<file path="src/hw/rtl/cds_pkg.sv">
`timescale 1ns / 1ps
`default_nettype none
// ----------------------------------------------------------------------------
// cds_pkg: shared types for the calendar date subtractor
// Payload structs for the request and response channels, field widths and
// the control bundle for the year split unit.
// ----------------------------------------------------------------------------
package cds_pkg;

  localparam int unsigned YEAR_W   = 14;
  localparam int unsigned MONTH_W  = 4;
  localparam int unsigned DAY_W    = 5;
  localparam int unsigned FUNC_W   = 3;
  localparam int unsigned COUNT_W  = 10;
  localparam int unsigned STATUS_W = 2;

  typedef struct packed {
    logic [YEAR_W-1:0]  start_year;
    logic [MONTH_W-1:0] start_month;
    logic [DAY_W-1:0]   start_day;
    logic [FUNC_W-1:0]  func;
    logic [COUNT_W-1:0] count;
  } req_t;

  typedef struct packed {
    logic [YEAR_W-1:0]   new_year;
    logic [MONTH_W-1:0]  new_month;
    logic [DAY_W-1:0]    new_day;
    logic [STATUS_W-1:0] status;
  } rsp_t;

  // year split unit control: div loads year/100, rem loads year%100
  typedef struct packed {
    logic div_en;
    logic rem_en;
  } ysplit_ctrl_t;

endpackage
`default_nettype wire

</file>
<file path="src/hw/rtl/cds_req_if.sv">
`timescale 1ns / 1ps
`default_nettype none
// ----------------------------------------------------------------------------
// cds_req_if: request channel of the calendar date subtractor
// Valid/ready handshake carrying the start date, operation and count.
// ----------------------------------------------------------------------------
interface cds_req_if;
  logic          valid;
  logic          ready;
  cds_pkg::req_t payload;

  modport source (output valid, output payload, input ready);
  modport sink   (input valid, input payload, output ready);
endinterface
`default_nettype wire

</file>
<file path="src/hw/rtl/cds_rsp_if.sv">
`timescale 1ns / 1ps
`default_nettype none
// ----------------------------------------------------------------------------
// cds_rsp_if: response channel of the calendar date subtractor
// Valid/ready handshake carrying the resulting date and status.
// ----------------------------------------------------------------------------
interface cds_rsp_if;
  logic          valid;
  logic          ready;
  cds_pkg::rsp_t payload;

  modport source (output valid, output payload, input ready);
  modport sink   (input valid, input payload, output ready);
endinterface
`default_nettype wire

</file>
<file path="src/hw/rtl/cds_year_split.sv">
`timescale 1ns / 1ps
`default_nettype none
// ----------------------------------------------------------------------------
// cds_year_split: splits a year into century and year-in-century
// Two-step shared unit: a reciprocal multiply gives year/100, then a
// constant multiply and subtract gives year%100. Leap flag follows from both.
// ----------------------------------------------------------------------------
module cds_year_split (
  input  wire                        clk_i,
  input  wire                        rst_ni,
  input  wire [cds_pkg::YEAR_W-1:0]  year_i,
  input  wire cds_pkg::ysplit_ctrl_t ctrl_i,
  output logic                       leap_o
);

  // floor(y*5243 / 2^19) == y/100 for every 14-bit y
  localparam int unsigned RECIP_W = 13;
  localparam int unsigned SHIFT   = 19;
  localparam int unsigned PROD_W  = cds_pkg::YEAR_W + RECIP_W;
  localparam int unsigned HI_W    = 8;   // 16383/100 = 163
  localparam int unsigned LO_W    = 7;
  localparam int unsigned HUND_W  = HI_W + LO_W;
  localparam logic [RECIP_W-1:0] RECIP   = 13'd5243;
  localparam logic [LO_W-1:0]    HUNDRED = 7'd100;

  logic [PROD_W-1:0] prod;
  logic [HUND_W-1:0] hund;
  logic [HUND_W-1:0] diff;
  logic [HI_W-1:0]   hi_q;
  logic [LO_W-1:0]   lo_q;

  assign prod = {{RECIP_W{1'b0}}, year_i} * {{cds_pkg::YEAR_W{1'b0}}, RECIP};
  assign hund = {{LO_W{1'b0}}, hi_q} * {{HI_W{1'b0}}, HUNDRED};
  assign diff = {1'b0, year_i} - hund;

  always_ff @(posedge clk_i or negedge rst_ni) begin
    if (!rst_ni) begin
      hi_q <= '0;
      lo_q <= '0;
    end else begin
      if (ctrl_i.div_en) begin
        hi_q <= prod[SHIFT +: HI_W];
      end
      if (ctrl_i.rem_en) begin
        lo_q <= diff[LO_W-1:0];
      end
    end
  end

  // 100 is a multiple of 4, so y%4 is lo%4; y%400==0 iff lo==0 and hi%4==0
  assign leap_o = (lo_q != '0) ? (lo_q[1:0] == 2'b00) : (hi_q[1:0] == 2'b00);

endmodule
`default_nettype wire

</file>
<file path="src/hw/rtl/calendar_date_subtract.sv">
// Sequence: year split (div, rem), check, stepping states, done. Day, week and
// month requests take one step per day or month and rerun the year split each
// time a step crosses into the previous year; year, decade, century and
// millennium subtract at once, then rerun the split and fix Feb 29.
// Throughput: one request at a time; the longest request is 1023 weeks.
// Reset: asynchronous, active low; clears the sequencer and the output valid.
`timescale 1ns / 1ps
`default_nettype none
// ----------------------------------------------------------------------------
// calendar_date_subtract: Gregorian date subtraction
// Steps a date back by days, weeks, months, years, decades, one century or
// one millennium, with leap-aware clamping, and reports invalid input dates
// and underflow below year 0.
// ----------------------------------------------------------------------------
module calendar_date_subtract (
  input  wire         clk_i,
  input  wire         rst_ni,
  cds_req_if.sink     req_i,
  cds_rsp_if.source   rsp_o
);

  localparam int unsigned YW = cds_pkg::YEAR_W;
  localparam int unsigned MW = cds_pkg::MONTH_W;
  localparam int unsigned DW = cds_pkg::DAY_W;
  localparam int unsigned FW = cds_pkg::FUNC_W;
  localparam int unsigned SW = cds_pkg::STATUS_W;

  localparam logic [3:0] S_IDLE  = 4'd0;
  localparam logic [3:0] S_DIV   = 4'd1;
  localparam logic [3:0] S_REM   = 4'd2;
  localparam logic [3:0] S_CHECK = 4'd3;
  localparam logic [3:0] S_DAY   = 4'd4;
  localparam logic [3:0] S_MON   = 4'd5;
  localparam logic [3:0] S_YEAR  = 4'd6;
  localparam logic [3:0] S_FIX   = 4'd7;
  localparam logic [3:0] S_DONE  = 4'd8;

  localparam logic [FW-1:0] FUNC_DAYS       = 3'd0;
  localparam logic [FW-1:0] FUNC_WEEKS      = 3'd1;
  localparam logic [FW-1:0] FUNC_MONTHS     = 3'd2;
  localparam logic [FW-1:0] FUNC_YEARS      = 3'd3;
  localparam logic [FW-1:0] FUNC_DECADES    = 3'd4;
  localparam logic [FW-1:0] FUNC_CENTURY    = 3'd5;
  localparam logic [FW-1:0] FUNC_MILLENNIUM = 3'd6;

  localparam logic [SW-1:0] STATUS_OK        = 2'd0;
  localparam logic [SW-1:0] STATUS_INVALID   = 2'd1;
  localparam logic [SW-1:0] STATUS_UNDERFLOW = 2'd2;

  localparam logic [YW-1:0] YEAR_MAX        = 14'd9999;
  localparam logic [YW-1:0] YEARS_CENTURY   = 14'd100;
  localparam logic [YW-1:0] YEARS_MILLENNIUM = 14'd1000;

  localparam logic [MW-1:0] MONTH_JAN = 4'd1;
  localparam logic [MW-1:0] MONTH_FEB = 4'd2;
  localparam logic [MW-1:0] MONTH_DEC = 4'd12;
  localparam logic [DW-1:0] DAY_28    = 5'd28;
  localparam logic [DW-1:0] DAY_29    = 5'd29;
  localparam logic [DW-1:0] DAY_31    = 5'd31;

  function automatic logic [DW-1:0] month_len(input logic [MW-1:0] m, input logic leap);
    logic [DW-1:0] len;
    case (m) inside
      4'd1, 4'd3, 4'd5, 4'd7, 4'd8, 4'd10, 4'd12: len = 5'd31;
      4'd4, 4'd6, 4'd9, 4'd11:                    len = 5'd30;
      4'd2:                                        len = leap ? DAY_29 : DAY_28;
      default:                                     len = '0;
    endcase
    return len;
  endfunction

  logic [3:0]    state_q, state_d;
  logic [3:0]    ret_q, ret_d;
  logic [YW-1:0] y_q, y_d;
  logic [MW-1:0] m_q, m_d;
  logic [DW-1:0] d_q, d_d;
  logic [FW-1:0] fn_q, fn_d;
  logic [YW-1:0] iter_q, iter_d;   // step count, or years to subtract
  logic [SW-1:0] st_q, st_d;
  cds_pkg::req_t orig_q, orig_d;
  cds_pkg::rsp_t out_q;
  logic          out_valid_q, out_valid_d;
  logic          out_load;

  cds_pkg::ysplit_ctrl_t ys_ctrl;
  logic                  leap;
  logic [YW-1:0]         cnt;
  logic [DW-1:0]         len_cur;
  logic [DW-1:0]         len_prev;

  cds_year_split u_year_split (
    .clk_i  (clk_i),
    .rst_ni (rst_ni),
    .year_i (y_q),
    .ctrl_i (ys_ctrl),
    .leap_o (leap)
  );

  assign cnt      = {{(YW-cds_pkg::COUNT_W){1'b0}}, orig_q.count};
  assign len_cur  = month_len(m_q, leap);
  assign len_prev = month_len(m_q - MONTH_JAN, leap);

  assign req_i.ready = (state_q == S_IDLE);

  always_comb begin
    state_d  = state_q;
    ret_d    = ret_q;
    y_d      = y_q;
    m_d      = m_q;
    d_d      = d_q;
    fn_d     = fn_q;
    iter_d   = iter_q;
    st_d     = st_q;
    orig_d   = orig_q;
    ys_ctrl  = '0;
    out_load = 1'b0;

    unique case (state_q)
      S_IDLE: begin
        if (req_i.valid) begin
          orig_d  = req_i.payload;
          y_d     = req_i.payload.start_year;
          m_d     = req_i.payload.start_month;
          d_d     = req_i.payload.start_day;
          fn_d    = req_i.payload.func;
          st_d    = STATUS_OK;
          ret_d   = S_CHECK;
          state_d = S_DIV;
        end
      end
      S_DIV: begin
        ys_ctrl.div_en = 1'b1;
        state_d        = S_REM;
      end
      S_REM: begin
        ys_ctrl.rem_en = 1'b1;
        state_d        = ret_q;
      end
      S_CHECK: begin
        if (y_q > YEAR_MAX || m_q < MONTH_JAN || m_q > MONTH_DEC ||
            d_q == '0 || d_q > len_cur) begin
          st_d    = STATUS_INVALID;
          state_d = S_DONE;
        end else begin
          case (fn_q)
            FUNC_DAYS: begin
              iter_d  = cnt;
              state_d = S_DAY;
            end
            FUNC_WEEKS: begin
              iter_d  = (cnt << 3) - cnt;
              state_d = S_DAY;
            end
            FUNC_MONTHS: begin
              iter_d  = cnt;
              state_d = S_MON;
            end
            FUNC_YEARS: begin
              iter_d  = cnt;
              state_d = S_YEAR;
            end
            FUNC_DECADES: begin
              iter_d  = (cnt << 3) + (cnt << 1);
              state_d = S_YEAR;
            end
            FUNC_CENTURY: begin
              iter_d  = YEARS_CENTURY;
              state_d = S_YEAR;
            end
            FUNC_MILLENNIUM: begin
              iter_d  = YEARS_MILLENNIUM;
              state_d = S_YEAR;
            end
            default: state_d = S_DONE;
          endcase
        end
      end
      S_DAY: begin
        if (iter_q == '0) begin
          state_d = S_DONE;
        end else if (d_q > 5'd1) begin
          d_d    = d_q - 5'd1;
          iter_d = iter_q - YW'(1);
        end else if (m_q > MONTH_JAN) begin
          m_d    = m_q - MONTH_JAN;
          d_d    = len_prev;
          iter_d = iter_q - YW'(1);
        end else if (y_q == '0) begin
          st_d    = STATUS_UNDERFLOW;
          state_d = S_DONE;
        end else begin
          // new year: refresh the leap flag before the next step
          y_d     = y_q - YW'(1);
          m_d     = MONTH_DEC;
          d_d     = DAY_31;
          iter_d  = iter_q - YW'(1);
          ret_d   = S_DAY;
          state_d = S_DIV;
        end
      end
      S_MON: begin
        if (iter_q == '0) begin
          state_d = S_DONE;
        end else if (m_q > MONTH_JAN) begin
          m_d    = m_q - MONTH_JAN;
          d_d    = (d_q > len_prev) ? len_prev : d_q;
          iter_d = iter_q - YW'(1);
        end else if (y_q == '0) begin
          st_d    = STATUS_UNDERFLOW;
          state_d = S_DONE;
        end else begin
          // December never clamps
          y_d     = y_q - YW'(1);
          m_d     = MONTH_DEC;
          iter_d  = iter_q - YW'(1);
          ret_d   = S_MON;
          state_d = S_DIV;
        end
      end
      S_YEAR: begin
        if (iter_q > y_q) begin
          st_d    = STATUS_UNDERFLOW;
          state_d = S_DONE;
        end else begin
          y_d     = y_q - iter_q;
          ret_d   = S_FIX;
          state_d = S_DIV;
        end
      end
      S_FIX: begin
        if (m_q == MONTH_FEB && d_q == DAY_29 && !leap) begin
          d_d = DAY_28;
        end
        state_d = S_DONE;
      end
      S_DONE: begin
        if (!out_valid_q || rsp_o.ready) begin
          out_load = 1'b1;
          state_d  = S_IDLE;
        end
      end
      default: state_d = S_IDLE;
    endcase
  end

  always_comb begin
    if (out_load) begin
      out_valid_d = 1'b1;
    end else if (rsp_o.ready) begin
      out_valid_d = 1'b0;
    end else begin
      out_valid_d = out_valid_q;
    end
  end

  always_ff @(posedge clk_i or negedge rst_ni) begin
    if (!rst_ni) begin
      state_q     <= S_IDLE;
      ret_q       <= S_CHECK;
      out_valid_q <= 1'b0;
    end else begin
      state_q     <= state_d;
      ret_q       <= ret_d;
      out_valid_q <= out_valid_d;
    end
  end

  always_ff @(posedge clk_i) begin
    y_q    <= y_d;
    m_q    <= m_d;
    d_q    <= d_d;
    fn_q   <= fn_d;
    iter_q <= iter_d;
    st_q   <= st_d;
    orig_q <= orig_d;
    if (out_load) begin
      out_q.status <= st_q;
      if (st_q != STATUS_OK) begin
        out_q.new_year  <= orig_q.start_year;
        out_q.new_month <= orig_q.start_month;
        out_q.new_day   <= orig_q.start_day;
      end else begin
        out_q.new_year  <= y_q;
        out_q.new_month <= m_q;
        out_q.new_day   <= d_q;
      end
    end
  end

  assign rsp_o.valid   = out_valid_q;
  assign rsp_o.payload = out_q;

`ifndef SYNTHESIS
  a_accept_starts_split: assert property (@(posedge clk_i) disable iff (!rst_ni)
    (req_i.valid && req_i.ready) |=> (state_q == S_DIV))
    else $error("accepted request did not start the year split");

  a_stepping_date_valid: assert property (@(posedge clk_i) disable iff (!rst_ni)
    (state_q == S_DAY || state_q == S_MON) |->
      (d_q != '0 && m_q >= MONTH_JAN && m_q <= MONTH_DEC))
    else $error("working date left the valid range");

  a_year_never_grows: assert property (@(posedge clk_i) disable iff (!rst_ni)
    (state_q != S_IDLE && $past(state_q) != S_IDLE) |-> (y_q <= $past(y_q)))
    else $error("working year increased during a request");

  a_ok_result_has_day: assert property (@(posedge clk_i) disable iff (!rst_ni)
    (rsp_o.valid && rsp_o.payload.status == STATUS_OK) |-> (rsp_o.payload.new_day != '0))
    else $error("ok result carries day zero");
`endif

endmodule
`default_nettype wire
</file>
<file path="src/flat_wrapper.sv">
// flat-port wrapper written by rule: the top's interface ports become plain ports
module calendar_date_subtract_flat 
  (clk_i, rst_ni, req_i_valid, req_i_payload, req_i_ready, rsp_o_valid, rsp_o_payload, rsp_o_ready);
  cds_req_if req_i_i ();
  cds_rsp_if rsp_o_i ();
  input  wire clk_i;
  input  wire rst_ni;
  input wire logic [$bits(req_i_i.valid)-1:0] req_i_valid;
  input wire logic [$bits(req_i_i.payload)-1:0] req_i_payload;
  output wire logic [$bits(req_i_i.ready)-1:0] req_i_ready;
  output wire logic [$bits(rsp_o_i.valid)-1:0] rsp_o_valid;
  output wire logic [$bits(rsp_o_i.payload)-1:0] rsp_o_payload;
  input wire logic [$bits(rsp_o_i.ready)-1:0] rsp_o_ready;
  assign req_i_i.valid = req_i_valid;
  assign req_i_i.payload = req_i_payload;
  assign req_i_ready = req_i_i.ready;
  assign rsp_o_valid = rsp_o_i.valid;
  assign rsp_o_payload = rsp_o_i.payload;
  assign rsp_o_i.ready = rsp_o_ready;
  calendar_date_subtract u_core (.clk_i(clk_i), .rst_ni(rst_ni), .req_i(req_i_i), .rsp_o(rsp_o_i));
endmodule
</file>
<file path="config.mk">
export PLATFORM = sky130hd
export DESIGN_NAME = calendar_date_subtract_flat
export DESIGN_NICKNAME = d
export VERILOG_FILES = /design/src/hw/rtl/cds_pkg.sv /design/src/hw/rtl/cds_req_if.sv /design/src/hw/rtl/cds_rsp_if.sv /design/src/hw/rtl/cds_year_split.sv /design/src/hw/rtl/calendar_date_subtract.sv /design/src/flat_wrapper.sv
export SDC_FILE = /design/constraint.sdc
export NUM_CORES = 1
export LEC_CHECK = 0
export ABC_AREA = 1
export BUFFER_PORTS_ARGS = -buffer_cell sky130_fd_sc_hd__buf_2
export CAP_MARGIN = 20
export CORE_MARGIN = 3
export CORE_UTILIZATION = 55
export CTS_CLUSTER_DIAMETER = 150
export DETAILED_ROUTE_END_ITERATION = 8
export GPL_ROUTABILITY_DRIVEN = 0
export MAX_ROUTING_LAYER = met4
export PLACE_DENSITY = 0.79
export SETUP_SLACK_MARGIN = 0.1
export SLEW_MARGIN = 25
export SYNTH_ARGS = -nofsm -noshare
export SYNTH_HDL_FRONTEND = slang
export SYNTH_HIERARCHICAL = 1
export SYNTH_SLANG_ARGS = --single-unit
</file>
<file path="constraint.sdc">
create_clock -name clk_i -period 3.95 [get_ports clk_i]
set_clock_uncertainty 0.05 [all_clocks]
set_input_delay 0.5925 -clock clk_i [delete_from_list [all_inputs] [get_ports clk_i]]
set_output_delay 0.5925 -clock clk_i [all_outputs]
set_load 0.005 [all_outputs]
</file>
==> summary.txt <==
Run status
  • Outcome: finished, violations left
  • Failing checks: setup timing

Synthesis
  • Synthesized Nets: 1734
  • Syn Inst Count: 1485
  • Yosys warnings: 6
  • Register area share after synthesis: 0.294
  • Post-synth top flop: edfxtp_1
  • EDFF count, synth: 100
  • Unique cell type count in the Yosys netlist: 52
  • Mapped Area: 11900 sq um
  • Synth Area per Inst: 8.03 sq um
  • Asr flop ratio synth: 0.167
  • Register bit total from synthesis: 120

Global routing
  • Initial antenna violation count: 0
  • First-pass GRT wire length: 51400 um
  • Largest net degree at the start of global routing: 45
  • Gr usage total: 0.276
  • Vias in the first global route: 10.6k
  • GR Overflow Total: 0

Worst setup path
  • Crit path cell chain: buf_6 -> ha_4 -> fa_1 -> fa_1 -> fa_1 -> inv_2 -> fa_1 -> inv_2 -> ha_4 -> nand2_4 -> nor2_4 -> nand2_1 -> nor2_2 -> nand2_1 -> nand3_1 -> nand2_1 -> nand3_1 -> nand2_1
  • Crit path capture type: flop
  • Number of cells on the worst reg-to-reg path: 18
  • Crit-path max FO: 4
  • Critical path startpoint category: flop
  • Reg2reg end: u_core/u_year_split/hi_q[4]$_DFFE_PN0P_
  • CP top delay family: adder cells
  • Reg-to-reg slack, setup: -0.35 ns
  • Critical path arrival: 4.56 ns
  • Slowest cell on crit path: fa_1
  • Setup Crit Path Kind: reg2reg
  • Critical Path RT: 4.21 ns
  • Slowest Stage Delay on Critical Path: 0.61 ns
  • R2r startpoint: u_core/y_q[11]$_DFFE_PP_
  • Buffer and inverter count on the worst path: 3

Floorplanning
  • Rows: 53
  • Die height: 153 um
  • Die area: 23500 sq um
  • Starting density of the core: 0.564
  • Die Wd: 153 um
  • I/O Pins: 67
  • Core area: 21200 sq um

Timing
  • # setup viols final: 5
  • FMAX: 233 MHz
  • Fin. Hold Viols: 0
  • RSZ-0062 raised after global routing: true
  • Final worst path period need: 4.30 ns
  • Max Slew Vio Count: 0
  • Rel. slew slack: 0.534
  • Part of the cycle the worst path needs: 1.09
  • Tightest Pin Transition: 0.698 ns
  • Setup TNS: -1.59 ns
  • Final WS setup: -0.350 ns

Clocking
  • Number of CTS-inserted buffers: 17
  • H-tree depth: 4
  • Sink Count: 120
  • Hold-fix buffers at CTS: 0
  • Worst-path clk slew: 0.07 ns
  • Clock Latency Late Sink: 0.43 ns
  • CTS max path bufs: 2
  • CTS tree: yes
  • Clk root buf: clkbuf_16

Layout
  • Syn-to-layout area delta: 17.7%
  • Share of post-route cells with drive strength above 1: 0.180
  • Antenna diode count: 0
  • Most common cell after layout, fill and taps aside: nand2_1
  • Finished Cell Area: 14000 sq um
  • Final Core Density: 0.663
  • Fin nets: 1879
  • Fillers: 1652
  • Most frequent cells in the layout: nand2_1 (305), inv_1 (273), ha_1 (125), nor2_1 (114), edfxtp_1 (100)
  • Final std cells w/o fill: 1918

Routing
  • DRT Pass-1 Iters: 7
  • Number of DRC markers in iteration 0: 948
  • DRC: 0
  • Via count: 10.8k
  • Via/cell ratio: 5.64
  • Routed WL: 32500 um
  • Wire per inst: 16.9 um
  • Post-route ant nets: 0

Placement
  • Dpl cell area: 13100 sq um
  • HPWL Detailed: 24500 um
  • Number of buffers added on ports: 66
  • Placed cell count: 1870

Run
  • Max_cap viols: 0

Worst hold path
  • HP Class: in2async
layer usage:
layer,vias to the layer above,global-route usage,part of all wire
met4,0,0.0959,0.047
met3,130,0.0425,0.064
met1,5057,0.343,0.41
li1,5152,-,-
met2,471,0.462,0.48
met5,-,-,0
final cells by class:
class / instances / area (sq um) / area share
repair buffers: 137 / 902 / 0.0643
well taps: 275 / 344 / 0.0245
flip-flops and latches: 120 / 3510 / 0.250
clock inverters: 15 / 131 / 0.00936
clock buffers: 17 / 425 / 0.0303
inverters: 300 / 1130 / 0.0803
multi-input cells: 1054 / 7590 / 0.541
worst max-delay path by stage:
stage	from	cells after the start	end	slack [ns]
after floorplan	u_core/y_q[11]$_DFFE_PP_	19	u_core/u_year_split/hi_q[2]$_DFFE_PN0P_	-0.14
after global placement	u_core/y_q[11]$_DFFE_PP_	19	u_core/u_year_split/hi_q[1]$_DFFE_PN0P_	-0.18
after detailed placement	u_core/y_q[11]$_DFFE_PP_	19	u_core/u_year_split/hi_q[1]$_DFFE_PN0P_	-0.32
after CTS	u_core/y_q[10]$_DFFE_PP_	19	u_core/u_year_split/hi_q[2]$_DFFE_PN0P_	-0.22
after global routing	u_core/y_q[11]$_DFFE_PP_	18	u_core/u_year_split/hi_q[2]$_DFFE_PN0P_	-0.60
final	u_core/y_q[11]$_DFFE_PP_	18	u_core/u_year_split/hi_q[4]$_DFFE_PN0P_	-0.35
cell usage after synthesis (all sizes together) (7+ instances only):
| library cell | count | area share |
|---|---|---|
| nand4 | 16 | 0.0084 |
| ha | 144 | 0.15 |
| inv | 299 | 0.094 |
| nor3 | 22 | 0.011 |
| xnor2 | 7 | 0.0051 |
| clkbuf | 8 | 0.0025 |
| nor2 | 135 | 0.049 |
| o21ai | 69 | 0.029 |
| a21oi | 91 | 0.040 |
| o221ai | 10 | 0.0073 |
| or2 | 7 | 0.0041 |
| dfrtp | 18 | 0.038 |
| nand2 | 333 | 0.11 |
| nand3 | 80 | 0.034 |
| o211ai | 16 | 0.010 |
| fa | 65 | 0.11 |
| edfxtp | 100 | 0.25 |
| xor2 | 14 | 0.010 |
metrics by stage:
step           hold slack [ns]  worst slack, ns
2_1_floorplan            0.247           -0.142
6_report                0.0621           -0.350
5_1_grt                 0.0872           -0.597
3_5_place_dp             0.425           -0.318
4_1_cts                 0.0688           -0.224
3_3_place_gp             0.415           -0.180
flip-flops by register name, indices dropped and copies added, names as in the netlist, 3 cells and up:
register                  flops
u_core/orig_q                23
u_core/ret_q                  3
u_core/y_q                   14
u_core/state_q                4
u_core/u_year_split/hi_q      5
u_core/u_year_split/lo_q      7
u_core/m_q                    4
u_core/rsp_o.payload         25
u_core/cnt                   10
u_core/fn_q                   3
u_core/iter_q                14
u_core/d_q                    5
timing repair:
| action | 4_1_cts | 5_1_grt |
|---|---|---|
| resized for setup | 22 | 33 |
| setup endpoints to repair | 5 | 21 |
| buffers inserted | 9 | 6 |
| pin swaps | 10 | 24 |
logic make-up after synthesis:
group | Yosys count | share of synthesized area
buffers and inverters | 311 | 0.0983
XOR/XNOR | 21 | 0.0154
multiplexers | 2 | 0.00189
adder cells (fa/ha/maj) | 209 | 0.260
flip-flops | 120 | 0.294
AO/OA/AOI/OAI | 216 | 0.106
AND/OR/NAND/NOR | 606 | 0.224
Power is left out: the tool's default activity adds up to more than one toggle a clock period on the data nets, which glitch-free logic cannot reach.
